===== src/sfd_pkg.sv =====
// Shared constants and the CRC-16/X.25 byte update for the stuffed frame decoder.
// No dependencies; used by the decoder top level and its bench.
package sfd_pkg;

	localparam int DEF_MAX_FRAME_LEN = 64;
	localparam int MAX_RESULTS       = 64;
	localparam int CNT_W             = 7;

	localparam logic [15:0] CRC_POLY = 16'h8408;
	localparam logic [15:0] CRC_INIT = 16'hFFFF;

	// register indexes on the config port
	localparam logic [1:0] REG_HEAD    = 2'd0;
	localparam logic [1:0] REG_ESCAPE  = 2'd1;
	localparam logic [1:0] REG_MIN_LEN = 2'd2;
	localparam logic [1:0] REG_MAX_LEN = 2'd3;

	localparam logic [7:0]       RST_HEAD    = 8'd170;
	localparam logic [7:0]       RST_ESCAPE  = 8'd85;
	localparam logic [CNT_W-1:0] RST_MIN_LEN = 7'd2;
	localparam logic [CNT_W-1:0] RST_MAX_LEN = 7'd64;

	// frame_status codes
	localparam logic [1:0] ST_PAYLOAD  = 2'd0;
	localparam logic [1:0] ST_MISMATCH = 2'd1;
	localparam logic [1:0] ST_FORMAT   = 2'd2;
	localparam logic [1:0] ST_EMPTY    = 2'd3;

	// reflected CRC, one byte, LSB first
	function automatic logic [15:0] crc_byte(input logic [15:0] crc, input logic [7:0] b);
		logic [15:0] c;
		c = crc ^ {8'h00, b};
		for (int k = 0; k < 8; k++) begin
			if (c[0]) begin
				c = (c >> 1) ^ CRC_POLY;
			end else begin
				c = c >> 1;
			end
		end
		return c;
	endfunction

endpackage


===== src/sfd_store.sv =====
// Payload store: one write port, one read port with registered read data.
// Does not import sfd_pkg; depth set by parent.
module sfd_store #(
	parameter int DEPTH = 64,
	parameter int AW    = $clog2(DEPTH)
) (
	input  logic          clk,
	input  logic          we,
	input  logic [AW-1:0] waddr,
	input  logic [7:0]    wdata,
	input  logic          re,
	input  logic [AW-1:0] raddr,
	output logic [7:0]    rdata
);

	logic [7:0] mem [DEPTH];
	logic [7:0] rdata_q;

	always_ff @(posedge clk) begin
		if (we) begin
			mem[waddr] <= wdata;
		end
		if (re) begin
			rdata_q <= mem[raddr];
		end
	end

	assign rdata = rdata_q;

endmodule


===== src/stuffed_frame_decoder_crc_bcc.sv =====
// Byte-stuffed frame decoder with CRC-16/X.25 or XOR check, top level.
// Depends on sfd_pkg and sfd_store.
//
// Usage:
//   Input stream s_*: one raw received byte per word in s_tdata[7:0].
//   Output stream m_*: one result per word; m_tdata holds the unstuffed
//   payload byte (zero for status results), m_tlast marks the final word
//   of a frame, m_tuser holds the frame status (0 payload, 1 check
//   mismatch, 2 format error, 3 valid empty frame). Config port, write only:
//   cfg_we/cfg_addr/cfg_wdata; user writes it only while idle, not enforced.
// Timing:
//   The byte that closes a frame is followed by a check state; a good
//   frame then walks the payload store, reading each payload byte and
//   then loading it into the output register, since the store has a
//   single registered read port. Input is held off (s_tready low)
//   during the check and the walk.
//   A format error result is loaded into the output register on the edge
//   that takes the offending byte; a mismatch or empty-frame result is
//   loaded on the edge that leaves the check state.
// Reset: hunting for the first head byte, output empty, registers at their
//   defaults. The store needs no clearing; it is written before it is read.
// Stall: while m_tready is low the output register holds its word; s_tready
//   stays low as long as that word waits, and the check and walk pause.
module stuffed_frame_decoder_crc_bcc
	import sfd_pkg::*;
#(
	parameter int MAX_FRAME_LEN = DEF_MAX_FRAME_LEN
) (
	input  logic       clk,
	input  logic       arst_n,
	input  logic       s_tvalid,
	output logic       s_tready,
	input  logic [7:0] s_tdata,    // [7:0] rx_byte
	output logic       m_tvalid,
	input  logic       m_tready,
	output logic [7:0] m_tdata,    // [7:0] payload_byte
	output logic       m_tlast,    // last_of_frame
	output logic [1:0] m_tuser,    // [1:0] frame_status
	input  logic       cfg_we,
	input  logic [1:0] cfg_addr,
	input  logic [7:0] cfg_wdata
);

	localparam int AW = $clog2(MAX_FRAME_LEN);

	localparam logic [2:0] PH_HUNT    = 3'd0;
	localparam logic [2:0] PH_HEAD2   = 3'd1;
	localparam logic [2:0] PH_CTL     = 3'd2;
	localparam logic [2:0] PH_LEN     = 3'd3;
	localparam logic [2:0] PH_BODY    = 3'd4;
	localparam logic [2:0] PH_CHECK   = 3'd5;
	localparam logic [2:0] PH_EMIT_RD = 3'd6;
	localparam logic [2:0] PH_EMIT_WR = 3'd7;

	// config registers
	logic [7:0]       head_q, esc_byte_q;
	logic [CNT_W-1:0] min_q, max_q;

	always_ff @(posedge clk or negedge arst_n) begin
		if (!arst_n) begin
			head_q     <= RST_HEAD;
			esc_byte_q <= RST_ESCAPE;
			min_q      <= RST_MIN_LEN;
			max_q      <= RST_MAX_LEN;
		end else if (cfg_we) begin
			unique case (cfg_addr)
				REG_HEAD:    head_q     <= cfg_wdata;
				REG_ESCAPE:  esc_byte_q <= cfg_wdata;
				REG_MIN_LEN: min_q      <= cfg_wdata[CNT_W-1:0];
				REG_MAX_LEN: max_q      <= cfg_wdata[CNT_W-1:0];
				default: ;
			endcase
		end
	end

	// frame state
	logic [2:0]       phase_q;
	logic             esc_pend_q;
	logic [CNT_W-1:0] cnt_q;      // unstuffed count, reused as walk index
	logic             crc_mode_q; // 1: CRC check, 0: XOR check
	logic [CNT_W-1:0] len_q;
	logic [15:0]      crc_q;
	logic [7:0]       xor_q;
	logic [15:0]      hist_q;     // last two check bytes, high byte first

	// output register
	logic       out_valid_q;
	logic [7:0] out_data_q;
	logic       out_last_q;
	logic [1:0] out_stat_q;

	logic out_free;
	logic in_phase;
	logic take;

	assign out_free = !out_valid_q || m_tready;
	assign in_phase = (phase_q != PH_CHECK) && (phase_q != PH_EMIT_RD) &&
		(phase_q != PH_EMIT_WR);
	assign s_tready = in_phase && out_free;
	assign take     = s_tvalid && s_tready;

	logic [7:0]       b;
	logic [CNT_W-1:0] chk;
	logic [CNT_W-1:0] pay;
	logic [CNT_W-1:0] idx_inc;
	logic [15:0]      crc_fed;
	logic             len_bad;
	logic             check_ok;

	assign b       = s_tdata[7:0];
	assign chk     = crc_mode_q ? CNT_W'(2) : CNT_W'(1);
	assign pay     = len_q - chk;
	assign idx_inc = cnt_q + CNT_W'(1);
	assign crc_fed = crc_byte(crc_q, b);

	// length byte check; chk here comes from the control byte already taken
	always_comb begin
		logic [7:0] chk8;
		chk8    = {1'b0, chk};
		len_bad = (b < {1'b0, min_q}) || (b > {1'b0, max_q}) ||
			({1'b0, b} > 9'(MAX_FRAME_LEN)) || (b < chk8) ||
			((b - chk8) > 8'(MAX_RESULTS));
	end

	assign check_ok = crc_mode_q ? ((~crc_q) == hist_q) : (xor_q == hist_q[7:0]);

	// store ports
	logic          st_we, st_re;
	logic [AW-1:0] st_waddr, st_raddr;
	logic [7:0]    st_wdata, st_rdata;

	sfd_store #(
		.DEPTH(MAX_FRAME_LEN),
		.AW   (AW)
	) u_store (
		.clk  (clk),
		.we   (st_we),
		.waddr(st_waddr),
		.wdata(st_wdata),
		.re   (st_re),
		.raddr(st_raddr),
		.rdata(st_rdata)
	);

	// body byte decode
	logic       body_brk;   // broken escape
	logic       body_cmp;   // unstuffed byte complete
	logic [7:0] body_val;
	logic       in_pay;

	always_comb begin
		body_brk = 1'b0;
		body_cmp = 1'b1;
		body_val = b;
		if (esc_pend_q) begin
			body_brk = (b != esc_byte_q);
			body_val = head_q;
		end else if (b == head_q) begin
			body_cmp = 1'b0;
		end
	end

	assign in_pay   = cnt_q < pay;
	assign st_we    = take && (phase_q == PH_BODY) && !body_brk && body_cmp && in_pay &&
		({1'b0, cnt_q} < 8'(MAX_FRAME_LEN));
	assign st_waddr = AW'(cnt_q);
	assign st_wdata = body_val;
	assign st_re    = (phase_q == PH_EMIT_RD);
	assign st_raddr = AW'(cnt_q);

	// control
	logic       st_load;
	logic [7:0] st_ld_data;
	logic       st_ld_last;
	logic [1:0] st_ld_stat;

	always_ff @(posedge clk or negedge arst_n) begin
		if (!arst_n) begin
			phase_q    <= PH_HUNT;
			esc_pend_q <= 1'b0;
			cnt_q      <= '0;
			crc_mode_q <= 1'b0;
			len_q      <= '0;
			crc_q      <= CRC_INIT;
			xor_q      <= '0;
			hist_q     <= '0;
		end else begin
			unique case (phase_q)
				PH_HUNT: begin
					if (take && b == head_q) begin
						crc_q      <= crc_byte(CRC_INIT, b);
						xor_q      <= b;
						esc_pend_q <= 1'b0;
						cnt_q      <= '0;
						phase_q    <= PH_HEAD2;
					end
				end
				PH_HEAD2: begin
					if (take) begin
						if (b == head_q) begin
							crc_q   <= crc_fed;
							xor_q   <= xor_q ^ b;
							phase_q <= PH_CTL;
						end else begin
							phase_q <= PH_HUNT;
						end
					end
				end
				PH_CTL: begin
					if (take) begin
						crc_mode_q <= !b[6];
						crc_q      <= crc_fed;
						xor_q      <= xor_q ^ b;
						phase_q    <= PH_LEN;
					end
				end
				PH_LEN: begin
					if (take) begin
						crc_q <= crc_fed;
						xor_q <= xor_q ^ b;
						esc_pend_q <= 1'b0;
						if (len_bad) begin
							phase_q <= PH_HUNT;
						end else begin
							len_q   <= b[CNT_W-1:0];
							cnt_q   <= '0;
							hist_q  <= '0;
							phase_q <= PH_BODY;
						end
					end
				end
				PH_BODY: begin
					if (take) begin
						if (body_brk) begin
							esc_pend_q <= 1'b0;
							phase_q    <= PH_HUNT;
						end else begin
							esc_pend_q <= !esc_pend_q && (b == head_q);
							if (in_pay) begin
								crc_q <= crc_fed;
								xor_q <= xor_q ^ b;
							end
							if (body_cmp) begin
								if (!in_pay) begin
									hist_q <= {hist_q[7:0], body_val};
								end
								cnt_q <= idx_inc;
								if (idx_inc >= len_q) begin
									phase_q <= PH_CHECK;
								end
							end
						end
					end
				end
				PH_CHECK: begin
					if (out_free) begin
						cnt_q <= '0;
						if (check_ok && pay != '0) begin
							phase_q <= PH_EMIT_RD;
						end else begin
							esc_pend_q <= 1'b0;
							phase_q    <= PH_HUNT;
						end
					end
				end
				PH_EMIT_RD: begin
					phase_q <= PH_EMIT_WR;
				end
				PH_EMIT_WR: begin
					if (out_free) begin
						if (idx_inc == pay) begin
							esc_pend_q <= 1'b0;
							phase_q    <= PH_HUNT;
						end else begin
							cnt_q   <= idx_inc;
							phase_q <= PH_EMIT_RD;
						end
					end
				end
				default: phase_q <= PH_HUNT;
			endcase
		end
	end

	// what goes into the output register this cycle
	always_comb begin
		st_load    = 1'b0;
		st_ld_data = '0;
		st_ld_last = 1'b1;
		st_ld_stat = ST_FORMAT;
		if (take && phase_q == PH_LEN && len_bad) begin
			st_load = 1'b1;
		end else if (take && phase_q == PH_BODY && body_brk) begin
			st_load = 1'b1;
		end else if (phase_q == PH_CHECK && out_free) begin
			if (!check_ok) begin
				st_load    = 1'b1;
				st_ld_stat = ST_MISMATCH;
			end else if (pay == '0) begin
				st_load    = 1'b1;
				st_ld_stat = ST_EMPTY;
			end
		end else if (phase_q == PH_EMIT_WR && out_free) begin
			st_load    = 1'b1;
			st_ld_data = st_rdata;
			st_ld_last = (idx_inc == pay);
			st_ld_stat = ST_PAYLOAD;
		end
	end

	always_ff @(posedge clk or negedge arst_n) begin
		if (!arst_n) begin
			out_valid_q <= 1'b0;
		end else if (st_load) begin
			out_valid_q <= 1'b1;
		end else if (m_tready) begin
			out_valid_q <= 1'b0;
		end
	end

	always_ff @(posedge clk) begin
		if (st_load) begin
			out_data_q <= st_ld_data;
			out_last_q <= st_ld_last;
			out_stat_q <= st_ld_stat;
		end
	end

	assign m_tvalid = out_valid_q;
	assign m_tdata  = out_data_q;
	assign m_tlast  = out_last_q;
	assign m_tuser  = out_stat_q;

endmodule


===== config.mk =====
export PLATFORM = sky130hd
export DESIGN_NAME = stuffed_frame_decoder_crc_bcc
export DESIGN_NICKNAME = d
export VERILOG_FILES = /design/src/sfd_pkg.sv /design/src/sfd_store.sv /design/src/stuffed_frame_decoder_crc_bcc.sv
export SDC_FILE = /design/constraint.sdc
export NUM_CORES = 1
export LEC_CHECK = 0
export ABC_CLOCK_PERIOD_IN_PS = 7300
export BUFFER_PORTS_ARGS = -buffer_cell sky130_fd_sc_hd__buf_2
export CORE_MARGIN = 2
export CORE_UTILIZATION = 50
export CTS_BUF_LIST = sky130_fd_sc_hd__clkbuf_8
export DETAILED_ROUTE_END_ITERATION = 6
export MAX_ROUTING_LAYER = met4
export PLACE_DENSITY = 0.67
export SYNTH_ARGS = -nofsm -noshare
export SYNTH_HDL_FRONTEND = slang
export SYNTH_SLANG_ARGS = --single-unit

===== constraint.sdc =====
create_clock -name clk -period 7.3 [get_ports clk]
set_input_delay 0.73 -clock clk [delete_from_list [all_inputs] [get_ports clk]]
set_output_delay 0.73 -clock clk [all_outputs]
set_load 0.05 [all_outputs]

==> reports/qor.json <==
{
  "initial_core_util": 0.5074,
  "route.final.wire_length_mm": 74.23,
  "die_y_um": 235.2,
  "layout.cell_area.non_filler_mm2": 0.02946,
  "path_delay_family": "simple AND/OR/NAND/NOR gates",
  "cp_slowest_stage_delay_ns": 0.91,
  "p_sw_mw": 2.705,
  "syn_to_final_growth_pct": 10.27,
  "power.share.sequential": 0.476,
  "route.detailed.drc": 0,
  "cp-start-kind": "register",
  "finalHoldViolations": 0,
  "critical_path.max_fanout": 8,
  "worst_clock_skew_ns": 0.03902,
  "place_worst_setup_slack_ns": 1.465,
  "critical_path_arrival_ns": 6.22,
  "setup_viol": 0,
  "placed_cells": 2443,
  "commonest_non_fill_non_tap_cell_in_the_layout": "edfxtp_1",
  "timing.final.ws_setup_ns": 1.390,
  "yosysWarningCount": 0,
  "post_cts_setup_buffer_count": 0,
  "cp_num_buf_inv": 2,
  "cts_tree": "done",
  "maxSlewViolCount": 0,
  "crit_chain": "inv_1 > ha_1 > inv_1 > fa_1 > nor3_1 > and3_1 > nor2_1 > ha_1 > nand2_1 > o21ai_0 > or3_1 > nor4b_2 > nand3_1 > nor2_1",
  "synth_top_cell_by_area": "edfxtp_1",
  "grt_util_met3": 0.06895,
  "timing.hold.worst_endpoint": "esc_byte_q[7]",
  "floorplan.die_area_mm2": 0.05530,
  "final.fill_count": 4143,
  "most_frequent_cells_in_the_layout": "edfxtp_1, nor2_1, a21oi_1",
  "place_hpwl_mm": 42.93,
  "rows": 84,
  "post-route-period-util": 0.8096,
  "post_synth_edffs": 531,
  "outcome": "finished, final reports clean",
  "sequential_cell_area_mm2": 0.01824,
  "yosys_most_used_dff": "edfxtp_1",
  "clock_power_share": 0.322,
  "setup_repair_after_global_routing_missed_its_margin": "false",
  "final-instance-count-excl-fill": 2628,
  "worstRegToRegCells": 14,
  "power_density_over_the_cells_mw_per_mm2": 299.1,
  "clk_transition_reported_paths_ns": 0.06,
  "insertion_delay_ns": 0.71,
  "tightestPinTransition_ns": 1.309,
  "fin_crit_ns": 5.910,
  "synth.avg_cell_area_um2": 14.84,
  "grt_overflow_total": 0,
  "grtUsageMet1": 0.3783,
  "clock_tree.htree_level_count": 3,
  "ctsResizeCount": 0,
  "synth_top_cell_area_share": 0.5968,
  "power.share.switching": 0.3070,
  "cts_max_path_bufs": 3,
  "route.detailed.wl_per_inst_um": 28.25,
  "worstSetupPathType": "register to register",
  "worstHoldPathCells": 2,
  "postSynth.asyncResetShare": 0.1449,
  "min_from": "cfg_wdata[7]",
  "totalNegativeSetupSlack_ns": 0,
  "cts_inserted_buffers": 98,
  "synth_top_cells_by_area": "edfxtp_1, dfrtp_1, mux2_2",
  "multi_input_area_mm2": 0.007960,
  "pwr-share-comb": 0.202,
  "globalRouteTotalUtil": 0.2772,
  "antennaDiodeCount": 0,
  "post_synth_num_cell_types": 73,
  "regToRegEndpoint": "u_store.mem[60][0]",
  "drv.max_cap_violation_count": 0,
  "synth_seq_cells": 621,
  "cts_hold_buffers": 1,
  "synth.cell_area_mm2": 0.02672,
  "io_pins": 36,
  "worstPathRequired_ns": 7.61,
  "postSynthCellCount": 1800,
  "ant_nets": 0,
  "peak_freq_mhz": 169.2,
  "drt_pass1_iterations": 7,
  "drt-initial-drc-count": 2424,
  "worstHoldPathType": "input pin to register",
  "cts.sink_count": 621,
  "viasPerCell": 6.396,
  "gp_congestion": 0.9436,
  "global_route.usage.met2": 0.4043,
  "power.total_mw": 8.811,
  "wire_length_of_the_first_global_routing_pass_mm": 110.2,
  "setup.reg_to_reg.worst_slack_ns": 1.39,
  "layout_net_count": 1913,
  "static-leakage-power_nw": 10.09,
  "ys_seq_area_frac": 0.6823,
  "clk_root_buffer_cell": "clkbuf_8",
  "reg2reg_from": "crc_mode_q",
  "cp_slowest_cell": "nand3_1",
  "antenna_found_initial": 0,
  "floorplan.core_area_mm2": 0.05266,
  "end_kind": "register",
  "synth_fp_nets": 1857,
  "io_buffer_count": 35,
  "number_of_global_route_vias_before_repair": 16610,
  "grt_max_degree": 75,
  "gr-max-usage-layer": "met2",
  "power.ir.vdd_worst_mv": 0.1715,
  "internal_portion_of_total_power_mw": 6.106,
  "max_slew_margin": 0.1237,
  "vias": 16810,
  "dpl_cell_area_mm2": 0.02758,
  "die_width_um": 235.2,
  "drive_gt1_frac": 0.1933
}
power groups by stage:
| stage | clock [mW] | combinational, mW | sequential (mW) |
|---|---|---|---|
| 2_1_floorplan | 0 | 1.24 | 4.20 |
| 3_3_place_gp | 0 | 1.72 | 4.26 |
| 3_5_place_dp | 0 | 1.74 | 4.27 |
| 4_1_cts | 2.86 | 1.75 | 4.20 |
| 5_1_grt | 3.01 | 1.92 | 4.22 |
| 6_report | 2.83 | 1.78 | 4.20 |
through the flow:
stage | util | hold WS [ns]
2_1_floorplan | - | 0.4344
3_3_place_gp | 0.5238 | 0.4848
3_5_place_dp | 0.5238 | 0.4918
4_1_cts | 0.5595 | 0.2680
5_1_grt | 0.5595 | 0.2939
6_report | 0.5595 | 0.3036
cell families (layout without fill, tap and decap cells):
logic type               Yosys count  count (layout)  share of synthesized area
AND/OR/NAND/NOR                  344             344                    0.06055
multiplexers                     188             188                    0.09039
XOR/XNOR                          94              94                    0.03133
buffers and inverters            143             283                    0.02225
AO/OA/AOI/OAI                    376             376                    0.09666
flip-flops                       621             621                     0.6823
adder cells (fa/ha/maj)           34              34                    0.01648
metal layers:
layer	wire length [µm]	share of wire	up-vias
met5	0	0	-
met4	2623	0.035	0
met3	8116	0.11	190
met2	33220	0.45	1057
met1	30270	0.41	8448
li1	-	-	7114
state kept, by name (all words and copies together), names as in the netlist:
name	count
esc_byte_q	8
m_tvalid	1
phase_q	3
crc_q	16
esc_pend_q	1
u_store.rdata	8
hist_q	16
len_q	7
u_store.mem	512
min_q	7
max_q	7
crc_mode_q	1
m_tdata	8
cnt_q	7
head_q	8
m_tlast	1
xor_q	8
m_tuser	2
worst reg2reg max path: stages (launching register included):
cell     delay, ns
dfrtp_1       0.39
inv_1         0.25
ha_1          0.22
inv_1         0.05
fa_1          0.40
nor3_1        0.47
and3_1        0.29
nor2_1        0.08
ha_1          0.32
nand2_1       0.06
o21ai_0       0.10
or3_1         0.37
nor4b_2       0.74
nand3_1       0.91
nor2_1        0.88
cell type report:
type                    count  share of cell area
clock inverters            82             0.01576
inverters                  35            0.004460
flip-flops and latches    621              0.6192
well taps                 688             0.02922
clock buffers             102             0.04765
repair buffers             64             0.01351
multi-input cells        1036              0.2702
how the worst max path moves through the flow:
stage / start / depth (start not counted) / slack [ns] / endpoint
after floorplan: s_tdata[7] / 3 / 2.87 / u_store.mem[0][7]
after global routing: crc_mode_q / 14 / 0.94 / u_store.mem[35][5]
after global placement: crc_mode_q / 14 / 1.78 / u_store.mem[51][2]
after detailed placement: crc_mode_q / 14 / 1.46 / u_store.mem[35][7]
after CTS: crc_mode_q / 14 / 1.45 / u_store.mem[35][1]
final: crc_mode_q / 14 / 1.39 / u_store.mem[60][0]
cells in the mapped netlist, types with 7 or more instances:
cell	count
mux2i_1	56
a22o_1	30
nand4_1	10
buf_1	11
inv_1	33
and3_1	12
xnor2_1	53
nand3_1	17
nor3_1	11
nor2_1	171
o22ai_1	21
mux2_2	96
edfxtp_1	531
mux4_2	31
nor4_1	7
a22oi_1	33
nor2b_1	12
dfstp_2	26
buf_2	31
and2_1	9
a311oi_1	8
a221oi_1	65
or4_1	7
clkbuf_1	63
xor2_1	40
o21ai_0	51
dfrtp_1	64
nand2_1	55
a21oi_1	109
ha_1	32
a211oi_1	9
No activity file was read; power rests on OpenSTA's default activity.
